**src/design/button_gesture_sequencer_assert.svh**
```systemverilog
// Assertion macros shared by the button gesture sequencer.
`ifndef BUTTON_GESTURE_SEQUENCER_ASSERT_SVH
`define BUTTON_GESTURE_SEQUENCER_ASSERT_SVH

// Same-cycle implication, checked on aclk while out of reset.
`define BGS_ASSERT_NOW(lbl, ante, cons, msg) \
    lbl: assert property (@(posedge aclk) disable iff (!aresetn) (ante) |-> (cons)) \
        else $error(msg);

// Next-cycle implication, checked on aclk while out of reset.
`define BGS_ASSERT_NEXT(lbl, ante, cons, msg) \
    lbl: assert property (@(posedge aclk) disable iff (!aresetn) (ante) |=> (cons)) \
        else $error(msg);

`endif

```
**src/design/bgs_pkg.sv**
```systemverilog
// Types, codes and reset values shared by the button gesture sequencer.
package bgs_pkg;

    // Request codes of the req_type field.
    localparam logic [2:0] REQ_TICK      = 3'd0;
    localparam logic [2:0] REQ_POWER_ON  = 3'd1;
    localparam logic [2:0] REQ_TOGGLE    = 3'd2;
    localparam logic [2:0] REQ_POWER_OFF = 3'd3;
    localparam logic [2:0] REQ_ABORT     = 3'd4;
    localparam logic [2:0] REQ_OVERRIDE  = 3'd5;

    // Response status codes.
    localparam logic [1:0] RS_ACCEPTED = 2'd0;
    localparam logic [1:0] RS_BUSY     = 2'd1;
    localparam logic [1:0] RS_REJECTED = 2'd2;
    localparam logic [1:0] RS_NONE     = 2'd3;

    // Assumed device states.
    localparam logic [1:0] ST_OFF  = 2'd0;
    localparam logic [1:0] ST_IDLE = 2'd1;
    localparam logic [1:0] ST_REC  = 2'd2;

    // Gesture kinds.
    localparam logic [1:0] GK_NONE      = 2'd0;
    localparam logic [1:0] GK_POWER_ON  = 2'd1;
    localparam logic [1:0] GK_TOGGLE    = 2'd2;
    localparam logic [1:0] GK_POWER_OFF = 2'd3;

    // Configuration register indexes.
    localparam logic [2:0] CFG_SHORT_PRESS = 3'd0;
    localparam logic [2:0] CFG_LONG_PRESS  = 3'd1;
    localparam logic [2:0] CFG_BOOT_PRESS  = 3'd2;
    localparam logic [2:0] CFG_GUARD_GAP   = 3'd3;

    // Configuration reset values in milliseconds.
    localparam logic [15:0] SHORT_PRESS_RST = 16'd200;
    localparam logic [15:0] LONG_PRESS_RST  = 16'd3000;
    localparam logic [15:0] BOOT_PRESS_RST  = 16'd3000;
    localparam logic [15:0] GUARD_GAP_RST   = 16'd500;

    // Gesture phase.
    typedef enum logic [1:0] {
        PH_IDLE    = 2'd0,
        PH_ASSERT  = 2'd1,
        PH_HOLD    = 2'd2,
        PH_RELEASE = 2'd3
    } phase_t;

    typedef struct packed {
        logic [2:0]  req_type;
        logic [31:0] now_ms;
        logic        press_ok;
        logic [1:0]  new_state;
    } in_item_t;

    typedef struct packed {
        logic [1:0] status;
        logic       noop;
        logic       button_level;
        logic       busy_flag;
        logic [1:0] device_state;
        logic       done_res;
        logic [1:0] done_gesture;
    } out_item_t;

    typedef struct packed {
        logic [15:0] short_press_ms;
        logic [15:0] long_press_ms;
        logic [15:0] power_on_hold_ms;
        logic [15:0] guard_gap_ms;
    } cfg_t;

    // Handshake status between the pipeline stages.
    typedef struct packed {
        logic in_vld;
        logic out_free;
    } stage_ctl_t;

endpackage

```
**src/design/bgs_cfg_regs.sv**
```systemverilog
// Configuration register file of the button gesture sequencer.
module bgs_cfg_regs (
    input  logic          aclk,
    input  logic          aresetn,
    input  logic          cfg_valid,
    output logic          cfg_ready,
    input  logic [2:0]    cfg_index,
    input  logic [15:0]   cfg_data,
    output bgs_pkg::cfg_t cfg
);
    import bgs_pkg::*;

    cfg_t cfg_reg;
    cfg_t cfg_next;

    // The register file takes a word in every cycle.
    assign cfg_ready = 1'b1;

    // Decode the written index; unknown indexes are dropped.
    always_comb begin
        cfg_next = cfg_reg;
        if (cfg_valid) begin
            case (cfg_index)
                CFG_SHORT_PRESS: cfg_next.short_press_ms   = cfg_data;
                CFG_LONG_PRESS:  cfg_next.long_press_ms    = cfg_data;
                CFG_BOOT_PRESS:  cfg_next.power_on_hold_ms = cfg_data;
                CFG_GUARD_GAP:   cfg_next.guard_gap_ms     = cfg_data;
                default:         cfg_next = cfg_reg;
            endcase
        end
    end

    always_ff @(posedge aclk) begin
        if (!aresetn) begin
            cfg_reg.short_press_ms   <= SHORT_PRESS_RST;
            cfg_reg.long_press_ms    <= LONG_PRESS_RST;
            cfg_reg.power_on_hold_ms <= BOOT_PRESS_RST;
            cfg_reg.guard_gap_ms     <= GUARD_GAP_RST;
        end else begin
            cfg_reg <= cfg_next;
        end
    end

    assign cfg = cfg_reg;

endmodule

```
**src/design/bgs_in_stage.sv**
```systemverilog
// Input register stage holding one request word.
module bgs_in_stage (
    input  logic              aclk,
    input  logic              aresetn,
    input  logic              s_valid,
    output logic              s_ready,
    input  bgs_pkg::in_item_t s_item,
    input  logic              take,
    output logic              vld,
    output bgs_pkg::in_item_t item
);
    import bgs_pkg::*;

    logic     vld_reg;
    logic     vld_next;
    in_item_t item_reg;
    logic     accept;

    // Room whenever the stage is empty or being drained this cycle.
    assign s_ready  = !vld_reg || take;
    assign accept   = s_valid && s_ready;
    assign vld_next = accept || (vld_reg && !take);

    always_ff @(posedge aclk) begin
        if (!aresetn) begin
            vld_reg <= 1'b0;
        end else begin
            vld_reg <= vld_next;
        end
    end

    // Payload needs no reset.
    always_ff @(posedge aclk) begin
        if (accept) begin
            item_reg <= s_item;
        end
    end

    assign vld  = vld_reg;
    assign item = item_reg;

endmodule

```
**src/design/bgs_core.sv**
```systemverilog
// Gesture state machine: decides on one request word and updates the state.
module bgs_core (
    input  logic               aclk,
    input  logic               aresetn,
    input  bgs_pkg::cfg_t      cfg,
    input  bgs_pkg::in_item_t  item,
    input  logic               go,
    output bgs_pkg::out_item_t result
);
    import bgs_pkg::*;

    logic        in_flight_reg, in_flight_next;
    phase_t      phase_reg, phase_next;
    logic        pressed_reg, pressed_next;
    logic [31:0] deadline_reg, deadline_next;
    logic [31:0] guard_until_reg, guard_until_next;
    logic [15:0] hold_time_reg, hold_time_next;
    logic        update_pending_reg, update_pending_next;
    logic [1:0]  next_state_reg, next_state_next;
    logic [1:0]  assumed_reg, assumed_next;
    logic [1:0]  active_kind_reg, active_kind_next;

    logic [1:0]  status;
    logic        noop;
    logic        start;
    logic [1:0]  start_kind;
    logic [15:0] start_hold;
    logic [1:0]  start_target;
    logic        tick_due;
    logic        in_guard;
    logic        is_on;
    logic        done;
    logic        abort;
    logic [31:0] abort_time;

    assign in_guard   = item.now_ms < guard_until_reg;
    assign is_on      = (assumed_reg == ST_IDLE) || (assumed_reg == ST_REC);
    assign tick_due   = (item.req_type == REQ_TICK) && in_flight_reg
                        && (item.now_ms >= deadline_reg);
    assign abort_time = deadline_reg + {16'd0, cfg.guard_gap_ms};

    // Answer gesture requests and pick the gesture to start.
    always_comb begin
        status       = RS_NONE;
        noop         = 1'b0;
        start        = 1'b0;
        start_kind   = GK_NONE;
        start_hold   = 16'd0;
        start_target = ST_OFF;
        case (item.req_type)
            REQ_POWER_ON: begin
                if (in_flight_reg) begin
                    status = RS_BUSY;
                end else if (is_on) begin
                    status = RS_ACCEPTED;
                    noop   = 1'b1;
                end else if (in_guard) begin
                    status = RS_BUSY;
                end else begin
                    status       = RS_ACCEPTED;
                    start        = 1'b1;
                    start_kind   = GK_POWER_ON;
                    start_hold   = cfg.power_on_hold_ms;
                    start_target = ST_IDLE;
                end
            end
            REQ_TOGGLE: begin
                if (in_flight_reg) begin
                    status = RS_BUSY;
                end else if (assumed_reg == ST_OFF) begin
                    status = RS_REJECTED;
                end else if (in_guard) begin
                    status = RS_BUSY;
                end else begin
                    status       = RS_ACCEPTED;
                    start        = 1'b1;
                    start_kind   = GK_TOGGLE;
                    start_hold   = cfg.short_press_ms;
                    start_target = (assumed_reg == ST_REC) ? ST_IDLE : ST_REC;
                end
            end
            REQ_POWER_OFF: begin
                if (in_flight_reg) begin
                    status = RS_BUSY;
                end else if (assumed_reg == ST_OFF) begin
                    status = RS_ACCEPTED;
                    noop   = 1'b1;
                end else if (in_guard) begin
                    status = RS_BUSY;
                end else begin
                    status       = RS_ACCEPTED;
                    start        = 1'b1;
                    start_kind   = GK_POWER_OFF;
                    start_hold   = cfg.long_press_ms;
                    start_target = ST_OFF;
                end
            end
            default: begin
                status = RS_NONE;
            end
        endcase
    end

    // Next state of the gesture sequencer.
    always_comb begin
        in_flight_next      = in_flight_reg;
        phase_next          = phase_reg;
        pressed_next        = pressed_reg;
        deadline_next       = deadline_reg;
        guard_until_next    = guard_until_reg;
        hold_time_next      = hold_time_reg;
        update_pending_next = update_pending_reg;
        next_state_next     = next_state_reg;
        assumed_next        = assumed_reg;
        active_kind_next    = active_kind_reg;
        abort               = 1'b0;
        done                = 1'b0;

        case (item.req_type)
            REQ_TICK: begin
                if (tick_due) begin
                    case (phase_reg)
                        PH_ASSERT: begin
                            if (!item.press_ok) begin
                                abort = 1'b1;
                            end else begin
                                pressed_next  = 1'b1;
                                phase_next    = PH_HOLD;
                                deadline_next = item.now_ms + {16'd0, hold_time_reg};
                            end
                        end
                        PH_HOLD: begin
                            phase_next    = PH_RELEASE;
                            deadline_next = item.now_ms;
                        end
                        PH_RELEASE: begin
                            pressed_next = 1'b0;
                            if (update_pending_reg) begin
                                assumed_next        = next_state_reg;
                                update_pending_next = 1'b0;
                            end
                            guard_until_next = item.now_ms + {16'd0, cfg.guard_gap_ms};
                            in_flight_next   = 1'b0;
                            phase_next       = PH_IDLE;
                            active_kind_next = GK_NONE;
                            hold_time_next   = 16'd0;
                            done             = 1'b1;
                        end
                        default: begin
                            abort = 1'b1;
                        end
                    endcase
                end
            end
            REQ_ABORT: begin
                abort = 1'b1;
            end
            REQ_OVERRIDE: begin
                if (item.new_state <= ST_REC) begin
                    assumed_next = item.new_state;
                end
            end
            default: begin
                if (start) begin
                    in_flight_next      = 1'b1;
                    phase_next          = PH_ASSERT;
                    active_kind_next    = start_kind;
                    hold_time_next      = start_hold;
                    update_pending_next = 1'b1;
                    next_state_next     = start_target;
                    deadline_next       = item.now_ms;
                end
            end
        endcase

        // An abort releases the button and arms the guard from the deadline.
        if (abort) begin
            pressed_next        = 1'b0;
            in_flight_next      = 1'b0;
            phase_next          = PH_IDLE;
            active_kind_next    = GK_NONE;
            hold_time_next      = 16'd0;
            update_pending_next = 1'b0;
            guard_until_next    = abort_time;
            deadline_next       = abort_time;
        end
    end

    // Result word reflects the state after this request.
    always_comb begin
        result.status       = status;
        result.noop         = noop;
        result.button_level = pressed_next;
        result.busy_flag    = in_flight_next;
        result.device_state = assumed_next;
        result.done_res     = done;
        result.done_gesture = done ? active_kind_reg : GK_NONE;
    end

    always_ff @(posedge aclk) begin
        if (!aresetn) begin
            in_flight_reg      <= 1'b0;
            phase_reg          <= PH_IDLE;
            pressed_reg        <= 1'b0;
            deadline_reg       <= 32'd0;
            guard_until_reg    <= 32'd0;
            hold_time_reg      <= 16'd0;
            update_pending_reg <= 1'b0;
            next_state_reg     <= ST_OFF;
            assumed_reg        <= ST_OFF;
            active_kind_reg    <= GK_NONE;
        end else if (go) begin
            in_flight_reg      <= in_flight_next;
            phase_reg          <= phase_next;
            pressed_reg        <= pressed_next;
            deadline_reg       <= deadline_next;
            guard_until_reg    <= guard_until_next;
            hold_time_reg      <= hold_time_next;
            update_pending_reg <= update_pending_next;
            next_state_reg     <= next_state_next;
            assumed_reg        <= assumed_next;
            active_kind_reg    <= active_kind_next;
        end
    end

endmodule

```
**src/design/bgs_out_stage.sv**
```systemverilog
// Result register stage holding one response word.
module bgs_out_stage (
    input  logic               aclk,
    input  logic               aresetn,
    input  logic               load,
    input  bgs_pkg::out_item_t d,
    output logic               free,
    output logic               m_valid,
    input  logic               m_ready,
    output bgs_pkg::out_item_t m_item
);
    import bgs_pkg::*;

    logic      vld_reg;
    logic      vld_next;
    out_item_t item_reg;

    // The register can load when empty or when its word leaves this cycle.
    assign free     = !vld_reg || m_ready;
    assign vld_next = load || (vld_reg && !m_ready);

    always_ff @(posedge aclk) begin
        if (!aresetn) begin
            vld_reg <= 1'b0;
        end else begin
            vld_reg <= vld_next;
        end
    end

    always_ff @(posedge aclk) begin
        if (load) begin
            item_reg <= d;
        end
    end

    assign m_valid = vld_reg;
    assign m_item  = item_reg;

endmodule

```
**src/design/button_gesture_sequencer.sv**
```systemverilog
// Top level of the button gesture sequencer.
//
// Request words enter on the s_ channel (valid/ready) and each produces
// exactly one response word on the m_ channel (valid/ready), in order.
// Configuration words enter on the cfg_ channel; cfg_ready is always high
// and a write takes effect on the next cycle. Write it only while idle.
// A word accepted into the input register is evaluated by the gesture
// state machine once the result register has room, and its response is
// then captured in the result register, which raises m_valid.
// One word per cycle is sustained while m_ready is high; the state update
// is one pass of compares and 32-bit adds from input to result register.
// When the receiver stalls, the result register holds its word, the input
// register keeps one more, and s_ready falls once both are full.
// Reset (aresetn low, synchronous) empties both stages, releases the
// button, ends any gesture, sets the assumed state to off and restores
// the default hold and guard times.
`include "button_gesture_sequencer_assert.svh"

module button_gesture_sequencer (
    input  logic               aclk,
    input  logic               aresetn,
    input  logic               s_valid,
    output logic               s_ready,
    input  bgs_pkg::in_item_t  s_item,
    output logic               m_valid,
    input  logic               m_ready,
    output bgs_pkg::out_item_t m_item,
    input  logic               cfg_valid,
    output logic               cfg_ready,
    input  logic [2:0]         cfg_index,
    input  logic [15:0]        cfg_data
);
    import bgs_pkg::*;

    cfg_t       cfg;
    in_item_t   in_item;
    out_item_t  core_result;
    stage_ctl_t ctl;
    logic       go;
    logic       res_pressed_ok;
    logic       res_done;
    logic       res_done_ok;
    logic       res_noop;
    logic       res_accepted;

    bgs_cfg_regs u_cfg (
        .aclk      (aclk),
        .aresetn   (aresetn),
        .cfg_valid (cfg_valid),
        .cfg_ready (cfg_ready),
        .cfg_index (cfg_index),
        .cfg_data  (cfg_data),
        .cfg       (cfg)
    );

    bgs_in_stage u_in (
        .aclk    (aclk),
        .aresetn (aresetn),
        .s_valid (s_valid),
        .s_ready (s_ready),
        .s_item  (s_item),
        .take    (go),
        .vld     (ctl.in_vld),
        .item    (in_item)
    );

    // A word is evaluated when present and the result register has room.
    assign go = ctl.in_vld && ctl.out_free;

    bgs_core u_core (
        .aclk    (aclk),
        .aresetn (aresetn),
        .cfg     (cfg),
        .item    (in_item),
        .go      (go),
        .result  (core_result)
    );

    bgs_out_stage u_out (
        .aclk    (aclk),
        .aresetn (aresetn),
        .load    (go),
        .d       (core_result),
        .free    (ctl.out_free),
        .m_valid (m_valid),
        .m_ready (m_ready),
        .m_item  (m_item)
    );

    // Terms of the result word used by the checks below.
    assign res_pressed_ok = !m_item.button_level || m_item.busy_flag;
    assign res_done       = m_valid && m_item.done_res;
    assign res_done_ok    = !m_item.busy_flag && (m_item.done_gesture != GK_NONE);
    assign res_noop       = m_valid && m_item.noop;
    assign res_accepted   = m_item.status == RS_ACCEPTED;

    // The button is never held down outside a gesture.
    `BGS_ASSERT_NOW(a_press_in_flight, m_valid, res_pressed_ok, "button pressed with no gesture")
    // A completion ends the gesture and names a real gesture.
    `BGS_ASSERT_NOW(a_done_ends_flight, res_done, res_done_ok, "bad gesture completion")
    // A no-op answer only comes with an accepted status.
    `BGS_ASSERT_NOW(a_noop_accepted, res_noop, res_accepted, "no-op without accepted status")
    // A waiting request word is not lost while the result side is full.
    `BGS_ASSERT_NEXT(a_in_word_kept, ctl.in_vld && !go, ctl.in_vld, "input word dropped")

endmodule
```
**config.mk**
```make
export PLATFORM = sky130hd
export DESIGN_NAME = button_gesture_sequencer
export DESIGN_NICKNAME = d
export VERILOG_FILES = /design/src/design/bgs_pkg.sv /design/src/design/bgs_cfg_regs.sv /design/src/design/bgs_in_stage.sv /design/src/design/bgs_core.sv /design/src/design/bgs_out_stage.sv /design/src/design/button_gesture_sequencer.sv
export VERILOG_INCLUDE_DIRS = /design/src /design/src/design
export SDC_FILE = /design/constraint.sdc
export NUM_CORES = 1
export LEC_CHECK = 0
export BUFFER_PORTS_ARGS = -buffer_cell sky130_fd_sc_hd__buf_2
export CORE_MARGIN = 5
export CORE_UTILIZATION = 45
export CTS_CLUSTER_SIZE = 40
export DETAILED_ROUTE_END_ITERATION = 12
export PLACE_DENSITY = 0.62
export SLEW_MARGIN = 10
export SYNTH_ARGS = -nofsm -noshare
export SYNTH_HDL_FRONTEND = slang
export SYNTH_HIERARCHICAL = 1
export SYNTH_SLANG_ARGS = --single-unit
```
**constraint.sdc**
```tcl
create_clock -name aclk -period 3.8 [get_ports aclk]
set_clock_uncertainty 0.05 [all_clocks]
set_input_delay 0.76 -clock aclk [delete_from_list [all_inputs] [get_ports aclk]]
set_output_delay 0.76 -clock aclk [all_outputs]
set_load 0.1 [all_outputs]
```
==> flow_summary_export.csv <==
group,metric,value,unit
logic_synthesis,synth_fp_nets,1764,
critical_path,worstPathCellList,"ha_1 > a21oi_1 > a21boi_0 > o221ai_1 > nand4_1 > a22oi_2 > nor2_1 > and2_1 > and3_1 > o31a_1",
clock_tree,clock_path_buffers,3,
grt,grt_pass1_vias,11620,
die,die_area,33770,sq um
logic_synthesis,yosysSeqAreaShare,33.74,%
die,initial_core_util,45.72,%
grt,grt_pass1_wl,63450,um
timing,min_period,3.415,ns
critical_path,critPathCaptureType,"flop",
timing,setup_violations,0,
critical_path,worstPathRequired,4.16,ns
clock_tree,clkTransAtPathRegs,0.06,ns
final_layout,n_antenna_cell,0,
timing,fin_tns_setup,0,ns
critical_path,cp.arrival,3.78,ns
final_layout,area_growth,12.16,%
critical_path,startpoint_type,"flop",
logic_synthesis,async_flop_share,0,%
hold_path,min-delay-path-class,"primary input to flop",
outcome,outcome,"finished clean",
pwr,seq_power_share,43.4,%
logic_synthesis,synth_edf_count,48,
pwr,p_int,3.948,mW
final_layout,final_cell_mix,"186 x nand2_1, 157 x dfxtp_1, 118 x ha_1",
die,io_pins,75,
route,wl_per_cell,19.30,um
critical_path,critPathMaxStageDelay,0.53,ns
pwr,p_sw_share,28.45,%
final_layout,largest_register_ff_count,64,
die,rows,63,
logic_synthesis,syn_area_per_cell,8.594,sq um
final_layout,final_common_cell,"nand2_1",
timing,relSlewSlack,27.10,%
pwr,p_leak,5.858,nW
grt,grt-ovfl-total,0,
pwr,switching_power,1.570,mW
pwr,power-per-cell-area,362.1,nW/um^2
logic_synthesis,yosysUniqueCellTypes,86,
route,vias_per_cell,5.806,
route,postRouteWirelength,39650,um
clock_tree,hold_buffers,0,
critical_path,critical_path_class,"flop to flop",
timing,rsz0062_at_grt,"no",
final_layout,finish.instance_area,15240,sq um
critical_path,slowest_stage,"a22oi_2",
logic_synthesis,ys_ff_latch,205,
critical_path,worstPathMaxFanout,8,
timing,post-route-period-util,89.86,%
timing,worst_slew_pin_slew,1.093,ns
placement,place_hpwl,29890,um
placement,gp_congestion,0.9123,
pwr,combPwrFrac,16.1,%
final_layout,fin_util,51.28,%
clock_tree,h-tree-depth,1,
clock_tree,cts_setup_buffers,0,
placement,io_buffers,73,
route,drc,0,
route,drt-pass1-iter-count,6,
final_layout,fill_cells,2785,
die,dieWidth,183.8,um
grt,groute.usage.overall,23.07,%
logic_synthesis,yosys_most_used_dff,"dfxtp_1",
pwr,clockPowerShare,40.4,%
route,num_vias,11930,
logic_synthesis,synth_area,13590,sq um
clock_tree,cts-resized-gates,0,
clock_tree,insertion_delay,0.53,ns
timing,whs,0.3576,ns
timing,max_freq,292.9,MHz
logic_synthesis,yosysWarnings,6,
clock_tree,cts_tree,"built",
run,maxCapViolations,0,
placement,placed_area,14480,sq um
grt,grt_start_max_net_pins,121,
pwr,vdd_drop_max,0.2657,mV
timing,maxSlewViolCount,0,
logic_synthesis,synth_cells,1581,
route,first_iter_violations,843,
die,die_y,183.8,um
clock_tree,cts-root-buf,"clkbuf_16",
die,core_area,29720,sq um
final_layout,drive_gt1_share,11.29,%
route,drtAntennaViolNets,0,
final_layout,nets,1830,
clock_tree,cts.sinks,205,
clock_tree,cts_made_buffers,24,
timing,hold_viol,0,
pwr,total_power,5.518,mW
grt,antenna_found_initial,0,
-- cell usage after synthesis (all sizes together), types with 15 or more instances --
| cell type | number | share of area [%] |
|---|---|---|
| and3 | 19 | 0.87 |
| a22o | 15 | 0.97 |
| nand4 | 21 | 0.97 |
| xnor2 | 47 | 3.0 |
| nor2 | 99 | 2.8 |
| o21ai | 73 | 2.7 |
| edfxtp | 48 | 11 |
| o211ai | 29 | 1.6 |
| a21oi | 118 | 4.4 |
| xor2 | 22 | 1.4 |
| o2bb2ai | 15 | 0.97 |
| nor2b | 41 | 1.9 |
| dfxtp | 157 | 23 |
| ha | 118 | 11 |
| a22oi | 19 | 1.1 |
| nand2 | 186 | 5.1 |
| clkbuf | 44 | 1.2 |
| nor3 | 32 | 1.3 |
| mux2i | 70 | 5.2 |
| a211oi | 37 | 2.0 |
| inv | 95 | 2.6 |
| nand3 | 44 | 1.6 |
| buf | 37 | 1.7 |
-- power groups by stage --
stage	Clock [mW]	Combinational (mW)	Sequential (mW)
2_1_floorplan	0	0.576	2.46
3_3_place_gp	0	0.872	2.44
3_5_place_dp	0	0.882	2.44
4_1_cts	2.28	0.885	2.40
5_1_grt	2.38	0.982	2.41
6_report	2.23	0.889	2.40
-- cell type report --
cell class	instances	area [sq um]	area share [%]
Multi-Input combinational cell	1200	8288	54.38
Sequential cell	205	4584	30.08
Timing Repair Buffer	121	765.7	5.025
Clock buffer	39	729.5	4.787
Tap cell	390	488.0	3.202
Inverter	95	356.6	2.340
Clock inverter	5	27.53	0.1806
-- per-layer routing --
| layer | track usage [%] | up-vias | wire length [um] |
|---|---|---|---|
| met3 | 2.810 | 71 | 2038 |
| met2 | 38.93 | 336 | 18430 |
| met1 | 30.93 | 5631 | 17820 |
| li1 | - | 5893 | - |
| met5 | 0 | - | 0 |
| met4 | 7.335 | 0 | 1366 |
-- worst max-delay path: cells and delay by family (launching register included) --
kind,cells,cell delay (ns)
compound gates,5,1.37
fa+ha+maj,1,0.38
flops,1,0.51
simple gates,4,1.00
-- worst paths after layout --
kind / start / endpoint / slack, ns / cells past startpoint
worst max-delay path: u_in/item[23] / u_core/assumed_reg[0] / 0.39 / 10
worst min-delay path: s_item[0] / u_in/item[0] / 0.36 / 1
worst max register to register: u_in/item[23] / u_core/assumed_reg[0] / 0.39 / 10
worst min register to register: u_core/guard_until_reg[1] / u_core/guard_until_reg[1] / 0.40 / 2
-- per-stage QoR --
stage / cells / setup slack, ns
global placement: 2011 / 0.4532
floorplan: 1581 / 0.7677
global route: 2055 / 0.1526
CTS: 2055 / 0.4192
finish: 2055 / 0.3853
detailed placement: 2011 / 0.4235
-- cell families after synthesis --
kind of cell	share of synthesized area (%)
simple gates	18.51
xor+xnor	4.448
flops	33.74
compound gates	21.13
buf+inv	5.590
fa+ha+maj	11.31
mux	5.240
other cells	0.02760
No activity file was read; power rests on OpenSTA's default activity.
